### config.mk
export PLATFORM = sky130hd
export DESIGN_NAME = psvu_queue
export DESIGN_NICKNAME = d
export VERILOG_FILES = /design/src/sv/psvu_pkg.sv /design/src/sv/psvu_queue.sv
export SDC_FILE = /design/constraint.sdc
export NUM_CORES = 1
export LEC_CHECK = 0
export BUFFER_PORTS_ARGS = -buffer_cell sky130_fd_sc_hd__buf_2
export CAP_MARGIN = 15
export CELL_PAD_IN_SITES_DETAIL_PLACEMENT = 1
export CELL_PAD_IN_SITES_GLOBAL_PLACEMENT = 1
export CORE_MARGIN = 3
export CORE_UTILIZATION = 31
export CTS_CLUSTER_DIAMETER = 50
export DETAILED_ROUTE_END_ITERATION = 8
export GPL_TIMING_DRIVEN = 0
export PLACE_DENSITY_LB_ADDON = 0.05
export SLEW_MARGIN = 20
export SYNTH_ARGS = -nofsm -noshare
export SYNTH_HDL_FRONTEND = slang
export SYNTH_SLANG_ARGS = --single-unit
### constraint.sdc
create_clock -name clk -period 20.9 [get_ports clk]
set_clock_uncertainty 0.1 [all_clocks]
set_input_delay 4.18 -clock clk [delete_from_list [all_inputs] [get_ports clk]]
set_output_delay 4.18 -clock clk [all_outputs]
set_load 0.01 [all_outputs]
### src/sv/psvu_pkg.sv
package psvu_pkg;

  localparam int FRAC_BITS = 16;

  // Arrival threshold is 1e-4 rounded to the fraction grid, never below one LSB.
  localparam int THR_RAW    = ((1 << FRAC_BITS) + 5000) / 10000;
  localparam int ARRIVE_THR = (THR_RAW == 0) ? 1 : THR_RAW;

  localparam int VAL_W   = 32;
  localparam int DIFF_W  = VAL_W + 1;
  localparam int DIST_W  = DIFF_W + 1;
  localparam int LIM_W   = 23;
  localparam int ACC_W   = 23;
  localparam int STEP_W  = 17;
  localparam int IDX_W   = 16;

  localparam int SQ_STEPS = DIFF_W - 1;
  localparam int LEN_LAT  = SQ_STEPS + 3;

  localparam int UQ_W    = FRAC_BITS + 3;
  localparam int CL_QB   = LIM_W;
  localparam int DIV_QB  = (UQ_W > CL_QB) ? UQ_W : CL_QB;
  localparam int CP_W    = VAL_W + LIM_W;
  localparam int DIV_NW  = ((DIFF_W + FRAC_BITS) > CP_W) ? (DIFF_W + FRAC_BITS) : CP_W;
  localparam int DIV_LAT = DIV_QB + 1;

  localparam int KP_W  = ACC_W + STEP_W;
  localparam int K_W   = KP_W - FRAC_BITS;
  localparam int INC_W = DIV_QB + K_W - FRAC_BITS;
  localparam int SUM_W = ((INC_W > VAL_W) ? INC_W : VAL_W) + 2;

  localparam int QPTR_W = 2;
  localparam int QDEPTH = 1 << QPTR_W;

  localparam int CFG_IDX_W = 3;

  typedef enum logic [CFG_IDX_W-1:0] {
    REG_TARGET_X    = 3'd0,
    REG_TARGET_Y    = 3'd1,
    REG_TARGET_Z    = 3'd2,
    REG_ACCEL_RATE  = 3'd3,
    REG_SPEED_LIMIT = 3'd4,
    REG_TIME_STEP   = 3'd5
  } cfg_reg_t;

  localparam logic [ACC_W-1:0]  ACCEL_RST = 23'd65536;
  localparam logic [LIM_W-1:0]  LIMIT_RST = 23'd655360;
  localparam logic [STEP_W-1:0] STEP_RST  = 17'd1092;

  typedef struct packed {
    logic [IDX_W-1:0]        particle_index;
    logic signed [VAL_W-1:0] pos_x;
    logic signed [VAL_W-1:0] pos_y;
    logic signed [VAL_W-1:0] pos_z;
    logic signed [VAL_W-1:0] vel_in_x;
    logic signed [VAL_W-1:0] vel_in_y;
    logic signed [VAL_W-1:0] vel_in_z;
  } in_item_t;

  typedef struct packed {
    logic [IDX_W-1:0]        index_out;
    logic signed [VAL_W-1:0] vel_out_x;
    logic signed [VAL_W-1:0] vel_out_y;
    logic signed [VAL_W-1:0] vel_out_z;
    logic                    at_target;
    logic                    speed_clamped;
  } out_item_t;

  typedef struct packed {
    logic signed [VAL_W-1:0] target_x;
    logic signed [VAL_W-1:0] target_y;
    logic signed [VAL_W-1:0] target_z;
    logic [LIM_W-1:0]        speed_limit;
    logic [K_W-1:0]          k;
  } cfg_t;

  typedef struct packed {
    logic [IDX_W-1:0]         index;
    logic signed [VAL_W-1:0]  vel_x;
    logic signed [VAL_W-1:0]  vel_y;
    logic signed [VAL_W-1:0]  vel_z;
    logic signed [DIFF_W-1:0] d_x;
    logic signed [DIFF_W-1:0] d_y;
    logic signed [DIFF_W-1:0] d_z;
    logic [DIST_W-1:0]        dlen;
    logic                     arrived;
  } fq_item_t;

  typedef struct packed {
    logic full;
    logic empty;
  } q_status_t;

endpackage

### src/sv/psvu_queue.sv
module psvu_queue (
  input  logic                  clk,
  input  logic                  rst,
  input  logic                  push,
  input  psvu_pkg::fq_item_t    din,
  input  logic                  pop,
  output psvu_pkg::fq_item_t    dout,
  output psvu_pkg::q_status_t   q_st
);

  localparam int PW = psvu_pkg::QPTR_W;

  psvu_pkg::fq_item_t mem [0:psvu_pkg::QDEPTH-1];
  logic [PW-1:0]      wp, rp;
  logic [PW:0]        cnt;

  always_ff @(posedge clk) begin
    if (rst) begin
      wp  <= '0;
      rp  <= '0;
      cnt <= '0;
    end else begin
      if (push) wp <= wp + 1'b1;
      if (pop)  rp <= rp + 1'b1;
      cnt <= cnt + (PW+1)'(push) - (PW+1)'(pop);
    end
  end

  always_ff @(posedge clk) begin
    if (push) begin
      mem[wp] <= din;
    end
  end

  assign dout       = mem[rp];
  assign q_st.full  = cnt == (PW+1)'(psvu_pkg::QDEPTH);
  assign q_st.empty = cnt == '0;

endmodule

## Word level (Yosys, flattened, before mapping)

Memories as Yosys holds them, arrays and structs flattened. A register that Yosys moved wholly into a read port is not among the register bits.
Index checks and enable logic that the tools add are counted.

| storage, ports and cells | value |
|---|---|
| bits in writable memories | 984 |
| latch bits | 0 |
| input bits | 250 |
| memories kept | 1 |
| ROM bits | 0 |
| register bits after elaboration | 7 |

| operators by class | value |
|---|---|
| $mul | 0 |
| bitwise operators | 0 |
| $add $sub $neg | 4 |
| div/mod/pow operators | 0 |
| reduce and logical (&&, ||, !) cells | 1 |
| $lt $le $gt $ge | 0 |
| muxes and demuxes | 4 |
| shifts and indexed selects | 0 |
| eq/ne operators | 1 |

Memories:

| name | words | bits a word | read ports | clocked after Yosys merged registers in | write ports | line | text |
|---|---|---|---|---|---|---|---|
| mem | 4 | 246 | 1 | 1 | 1 | psvu_queue.sv:13 | `psvu_pkg::fq_item_t mem [0:psvu_pkg::QDEPTH-1];` |

Operator list:

| operator | number |
|---|---|
| adder 2 x 1 -> 2 bit, second input constant | 2 |
| 2-to-1 mux 2 bit | 2 |
| adder 3 x 1 -> 3 bit | 1 |
| == test 3 bit, second input constant | 1 |
| logical NOT 3 bit | 1 |
| subtractor 3 x 1 -> 3 bit | 1 |
| 2-to-1 mux 1 bit | 2 |

## Depth between registers and ports, before layout

Gate-level depths: netlist (run 1).

| logic depth | value |
|---|---|
| depth after elaboration | 3 |
| gate-level depth with buffers | 7 |
| mapped depth without buffers | 7 |

## Worst setup path before layout (run 1)

OpenSTA, ideal clock, no wires.

| timing path | value |
|---|---|
| path type | input to register |
| start | in push |
| end | mem mem[0][0] in the netlist's numbering (enable) |
| setup slack | 10.420 ns |
| cell stages on the path | 1 |
| arrival | 9.743 ns |
| library setup time | 0.637 ns |
| cells stage by stage | and2_1 |

| between the ends | value |
|---|---|
| longest elaborated chain between the ends | 2 |

Ends and longest elaborated chain:

| what | line | text |
|---|---|---|
| start, declared | psvu_queue.sv:4 | `input logic push,` |
| 2-to-1 mux 1 bit | psvu_queue.sv:30 | `if (push) begin` |
| 2-to-1 mux 1 bit (not written as such) | psvu_queue.sv:31 | `mem[wp] <= din;` |
| end, declared | psvu_queue.sv:13 |  |

Every way passes these cells.

==> run_results.csv, run 1 <==
group,metric,value,unit
run_status,status,"complete, no violations",
finish,stdcell_count,3628,
floorplanning,die_y,348,µm
power,p_int,3.91,mW
finish,nNetsFinal,2248,
place,dp_hpwl,58.9,mm
route,route.detailed.drc,0,
critical_path,cpMaxStageDelayCell,"clkbuf_1",
floorplanning,io_pins,498,
timing,rsz0062_at_grt,"false",
timing,timing.slew.headroom,42.5,%
cts,cts.sinks,993,
power,power.density,110,nW/µm²
floorplanning,fp-row-count,124,
timing,hold_viol,0,
timing,fin_setup_tns,0,ps
critical_path,cp_common_cell,"buf_2",
cts,ctsHoldBuffers,0,
finish,fin_area,45800,µm²
floorplanning,dieArea,121000,µm²
power,p_sw,1.12,mW
synth,yosysSeqAreaShare,82.2,%
synth,syn_inst,1327,
power,power_leakage,15.4,nW
route,drt_iter0_markers,1073,
route,antenna_left,0,
place,placed_area,41300,µm²
timing,drv_slew,0,
timing,post-route-period-util,33.6,%
global_routing,grt_pass1_wl,129,mm
synth,ys_types,22,
cts,clk_pin_slew_worst_paths,40,ps
cts,numCtsBuffers,137,
critical_path,cp.arrival,2740,ps
route,dr.pass1.iters,4,
critical_path,worst_ep_required_time,16620,ps
finish,drive_above_1_share,49.5,%
timing,setup_violations,0,
global_routing,grt_max_degree,41,
cts,cts_tree,"built",
power,combPwrFrac,9.3,%
global_routing,grt_usage,14.9,%
floorplanning,die_x,348,µm
place,io_buffers,497,
finish,fillCellCount,10900,
critical_path,reg2reg_slack,18340,ps
floorplanning,core_area,115000,µm²
synth,ys_warn_count,0,
cts,ctsResizeCount,0,
finish,area_delta_synth_final,26.7,%
power,ir_drop,0.0658,mV
timing,fmax,142,MHz
power,p_seq_share,45.9,%
route,routedWlPerCell,24.8,µm
critical_path,critPathLaunchType,"register",
synth,postSynthAreaPerCell,27.3,µm²
cts,clk_latency,700,ps
critical_path,cp_cell_sequence,"clkbuf_1 -> buf_2 -> mux4_2 -> buf_2",
route,wl,89.9,mm
cts,cts_root_buffer,"clkbuf_16",
power,sw_frac_of_total,22.2,%
timing,min_period,7020,ps
route,viasPerCell,4.60,
critical_path,endpoint_kind,"primary output",
synth,synth_seq_cells,993,
global_routing,first_global_vias,18400,
floorplanning,initial_core_util,31.4,%
hold_path,hold_path.class,"reg2reg",
finish,final_common_cell,"edfxtp_1",
critical_path,crit_fanout,10,
critical_path,worstSetupPathType,"reg2out",
global_routing,grt.overflow.total,0,
power,pwr-share-clk,44.8,%
route,vias,16700,
timing,tightest_slew,863,ps
global_routing,antenna_found_initial,51,
synth,syn-cell-area,36200,µm²
place,dp.cells,3364,
place,place.gp.congestion,0.677,
cts,post-cts-setup-buffer-count,0,
cts,max-clock-path-buffers,3,
finish,final_cell_mix,"edfxtp_1, buf_2, mux4_2, clkbuf_16, buf_12",
synth,syn-num-nets,1584,
critical_path,cpPeakStageDelay,660,ps
run,cap_viol_max_count,0,
cts,htreeDepth,4,
stage by stage:
stage	setup slack, ps	hold WS [ps]	power [mW]	utilization (%)
2_1_floorplan	10420	392	2.62	-
3_3_place_gp	3850	430	2.86	35.2
3_5_place_dp	14420	442	2.84	35.9
4_1_cts	13630	454	5.13	39.8
5_1_grt	13630	478	5.25	39.8
6_report	13880	461	5.03	39.8
sequential cells by signal, summed over array words and instances (netlist names), named ones only:
signal,count
mem,984
cnt,3
rp,2
wp,2
worst max-delay path, delay by kind of cell, from the launching register on:
family / cells / cell delay, ps
buffers and inverters: 3 / 1340
multiplexers: 1 / 370
flip-flops: 1 / 340
routing by layer:
| metal | GRT usage (%) | share of wire [%] | up-vias |
|---|---|---|---|
| met4 | 5.17 | 2.6 | 32 |
| li1 | - | - | 7196 |
| met5 | 0 | 0.22 | - |
| met3 | 6.30 | 9.2 | 192 |
| met1 | 17.4 | 39 | 8734 |
| met2 | 24.6 | 49 | 518 |
final cells by class:
cell class              instances  area (µm²)  share of cell area [%]
flip-flops and latches        993       29700                    64.9
multi-input cells             273        5790                    12.6
clock buffers                 162        3650                    7.96
repair buffers                525        3230                    7.04
well taps                    1512        1890                    4.13
clock inverters                82         830                    1.81
plain buffers                  55         646                    1.41
diodes                         20        50.0                   0.109
inverters                       6        22.5                  0.0491
power groups by stage:
stage	combinational [mW]	sequential, mW	clock, mW
after CTS	0.490	2.31	2.33
final	0.468	2.31	2.25
after floorplan	0.254	2.37	0
after global routing	0.511	2.32	2.42
after global placement	0.464	2.40	0
after detailed placement	0.488	2.35	0
Yosys cell counts (all sizes together):
library cell  count  share of area, %
inv               6             0.062
fa                1             0.055
and2              4             0.069
ha                6              0.21
a21oi             1             0.014
nor2b             2             0.035
clkbuf            2             0.021
and3              1             0.017
dfxtp             9              0.50
a21bo             1             0.028
mux2i             1             0.028
xor3              1             0.066
mux4            246                15
nand3b            1             0.021
nor2              5             0.052
edfxtp          984                82
nor3              1             0.014
xnor2             2             0.048
buf              53               1.8
path summary, 6_finish.rpt:
kind / start / endpoint / depth (start not counted)
setup reg to reg: wp[0]$_SDFFE_PP0P_ / mem[0][76]$_DFFE_PP_ / 7
hold reg to reg: rp[1]$_SDFFE_PP0P_ / rp[1]$_SDFFE_PP0P_ / 2
setup / recovery: register / dout[151] / 4
hold / removal: rp[1]$_SDFFE_PP0P_ / rp[1]$_SDFFE_PP0P_ / 2
cells by family after synthesis:
family          after synthesis  synth area share [%]
flops                       993                  82.2
mux                         247                  15.3
buf+inv                      61                  1.84
simple gates                 14                 0.208
fa+ha+maj                     7                 0.263
xor+xnor                      3                 0.114
compound gates                2                0.0415
No activity file was read; power rests on OpenSTA's default activity.
==> inputs of run 2 (changes only) <==
--- a/config.mk
+++ b/config.mk
@@ -5,6 +5,7 @@
 export SDC_FILE = /design/constraint.sdc
 export NUM_CORES = 1
 export LEC_CHECK = 0
+export ABC_AREA = 1
 export BUFFER_PORTS_ARGS = -buffer_cell sky130_fd_sc_hd__buf_2
 export CAP_MARGIN = 15
 export CELL_PAD_IN_SITES_DETAIL_PLACEMENT = 1
==> constraint.sdc (replaced) <==
create_clock -name clk -period 7.35 [get_ports clk]
set_clock_uncertainty 0.1 [all_clocks]
set_input_delay 1.47 -clock clk [delete_from_list [all_inputs] [get_ports clk]]
set_output_delay 1.47 -clock clk [all_outputs]
set_load 0.01 [all_outputs]
==> run 2 against run 1 <==
  * First-iteration DRC count is 49% higher
  * Global-route usage is 4.0 points higher
  * Clock power grew to 3.0 times the previous value
  * Cell count is 47% higher
  * Register-to-register slack got worse by 14000 ps
  * Sequential power grew to 2.8 times the previous value
  * Largest cell class unchanged
==> run_results.csv, run 2 <==
group,metric,value,unit
finish,ff_latch_area,29700,µm²
place,io_buffers,497,
hold_path,hold_path_startpoint,"rp[1]$_SDFFE_PP0P_",
critical_path,cpPeakStageDelay,610,ps
global_routing,grt_pass1_wl,181,mm
hold_path,hold_path.class,"reg2reg",
floorplanning,die_x,360,µm
synth,yosys_most_used_dff,"edfxtp_1",
power,ir_drop,0.212,mV
critical_path,cp.arrival,2690,ps
finish,final_common_cell,"edfxtp_1",
route,viasPerCell,4.68,
critical_path,worst_ep_required_time,5780,ps
critical_path,worstReg2RegEnd,"mem[1][97]$_DFFE_PP_",
synth,postSynthAreaPerCell,13.3,µm²
timing,layout_setup_ws,3090,ps
route,routedWlPerCell,23.4,µm
place,post-place-ws,3490,ps
synth,synth_edf_count,984,
critical_path,rr_worst_depth,6,
cts,cts_tree,"built",
cts,numCtsBuffers,138,
finish,top_register,"mem",
synth,ys_types,17,
power,sw_frac_of_total,23.8,%
synth,synthTopCellsByArea,"edfxtp_1, inv_1, nand2_1",
finish,multiInputGateArea,6360,µm²
route,vias,25000,
synth,ys_top_cells_by_count,"edfxtp_1, inv_1, nand2_1, a21oi_1, o21ai_0",
timing,fin_setup_tns,0,ps
critical_path,reg2reg_slack,4710,ps
critical_path,cp_cell_sequence,"buf_2 -> buf_4 -> clkbuf_1 -> o211ai_1 -> nand2_1 -> buf_2",
route,route.detailed.drc,0,
cts,cts_root_buffer,"clkbuf_16",
floorplanning,initial_core_util,31.4,%
synth,yosysSeqAreaShare,76.4,%
timing,hold_viol,0,
power,pwr-share-clk,45.9,%
timing,timing.slew.headroom,49.4,%
timing,setup_violations,0,
global_routing,grt.overflow.total,0,
cts,clk_latency,700,ps
cts,post-cts-setup-buffer-count,0,
floorplanning,core_area,124000,µm²
cts,max-clock-path-buffers,3,
synth,syn-num-nets,3183,
floorplanning,fp-row-count,129,
synth,ys_warn_count,0,
timing,rsz0062_at_grt,"false",
route,antenna_left,0,
critical_path,worstSetupPathType,"reg2out",
finish,nNetsFinal,3832,
timing,post-route-period-util,57.9,%
finish,stdcell_count,5339,
synth,syn-cell-area,38900,µm²
synth,syn_inst,2926,
critical_path,cp_common_cell,"buf_2",
place,dp.cells,5072,
run,cap_viol_max_count,0,
finish,fillCellCount,13100,
power,p_int,11.1,mW
finish,area_delta_synth_final,24.7,%
timing,fmax,235,MHz
cts,ctsHoldBuffers,0,
synth,synth_top_area_share,75.9,%
synth,yosysMostFrequentCell,"edfxtp_1",
global_routing,antenna_found_initial,63,
timing,min_period,4260,ps
power,p_sw,3.48,mW
global_routing,grt_max_degree,71,
global_routing,grt_usage,18.9,%
run_status,status,"complete, no violations",
synth,synth_seq_cells,993,
timing,worst_hold_slack,390,ps
power,power.density,301,nW/µm²
synth,synth_area_leader_cell,"edfxtp_1",
place,dp_hpwl,79.9,mm
finish,reg.largest.list,"mem: 984 flops, cnt: 3 flops",
timing,tightest_slew,759,ps
finish,fin_area,48600,µm²
floorplanning,die_y,360,µm
finish,final_cell_mix,"edfxtp_1, buf_2, inv_1, nand2_1, a21oi_1",
global_routing,first_global_vias,27000,
power,combPwrFrac,9.3,%
power,p_seq_share,44.8,%
hold_path,hold_depth,2,
floorplanning,io_pins,498,
critical_path,path_delay_family,"buffers and inverters",
cts,ctsResizeCount,0,
power,p_total,14.6,mW
critical_path,cpMaxStageDelayCell,"clkbuf_1",
place,place.gp.congestion,0.741,
synth,synthArstFlopShare,0,%
cts,clk_pin_slew_worst_paths,50,ps
route,drt_iter0_markers,1596,
critical_path,endpoint_kind,"primary output",
floorplanning,dieArea,130000,µm²
cts,htreeDepth,4,
finish,finalCoreUtilization,39.1,%
place,placed_area,43800,µm²
critical_path,reg2reg_from,"wp[1]$_SDFFE_PP0P_",
finish,drive_above_1_share,23.4,%
critical_path,crit_fanout,10,
timing,drv_slew,0,
route,dr.pass1.iters,5,
hold_path,whs_endpoint,"rp[1]$_SDFFE_PP0P_",
critical_path,critPathLaunchType,"register",
finish,largest_reg_flops,984,
power,power_leakage,18.9,nW
critical_path,crit_buf_inv,4,
cts,cts.sinks,993,
route,wl,125,mm
==> run 2: cell types whose count changed after synthesis, moves of 20 or more <==
cell / change
mux4_2: -246
nand2_1: +500
a21oi_1: +251
buf_12: -22
inv_1: +502
o21ai_0: +250
clkbuf_1: +20
buf_2: +86
o211ai_1: +246
==> run 2: cell type report <==
cell class	instances	share of cell area, %
sequential	993	61.2
multi-input combinational	1261	13.1
clock buffer	159	7.54
timing repair buffer	509	5.80
tap	1637	4.22
inverter	508	3.99
clock inverter	89	2.09
buffer	164	1.94
antenna	19	0.0979
==> run 2: layer usage <==
metal	GRT usage (%)	share of wire [%]
met3	6.04	7.0
met5	0	0.18
met2	31.9	48
met1	23.4	42
met4	5.21	2.2
==> run 2: worst register-to-register path, stage by stage, from the launching register on <==
cell and delay, ps:
dfxtp_1 330, inv_1 110, ha_1 180, nand2_1 140, inv_8 490, buf_16 450, buf_16 420
==> run 2: power groups by stage <==
stage	combinational, mW	clock, mW	sequential, mW
finish	1.37	6.70	6.54
global route	1.52	7.15	6.55
CTS	1.42	6.89	6.54
detailed placement	1.41	0	6.65
global placement	1.36	0	6.76
floorplan	0.648	0	6.69
==> run 2: worst max-delay path by stage <==
stage / start / endpoint / cells past startpoint
2_1_floorplan: push / mem[2][0]$_DFFE_PP_ / 2
3_3_place_gp: push / mem[3][161]$_DFFE_PP_ / 3
3_5_place_dp: push / mem[1][106]$_DFFE_PP_ / 5
4_1_cts: register / dout[64] / 6
5_1_grt: register / dout[67] / 6
6_report: register / dout[64] / 6
==> run 2: cells by family after synthesis <==
family,count (synthesis),synth area share [%]
buffers and inverters,672,7.32
and+or+nand+nor,506,4.88
DFF,993,76.4
AOI/OAI and AO/OA,748,11.2
adders and majority gates,7,0.244
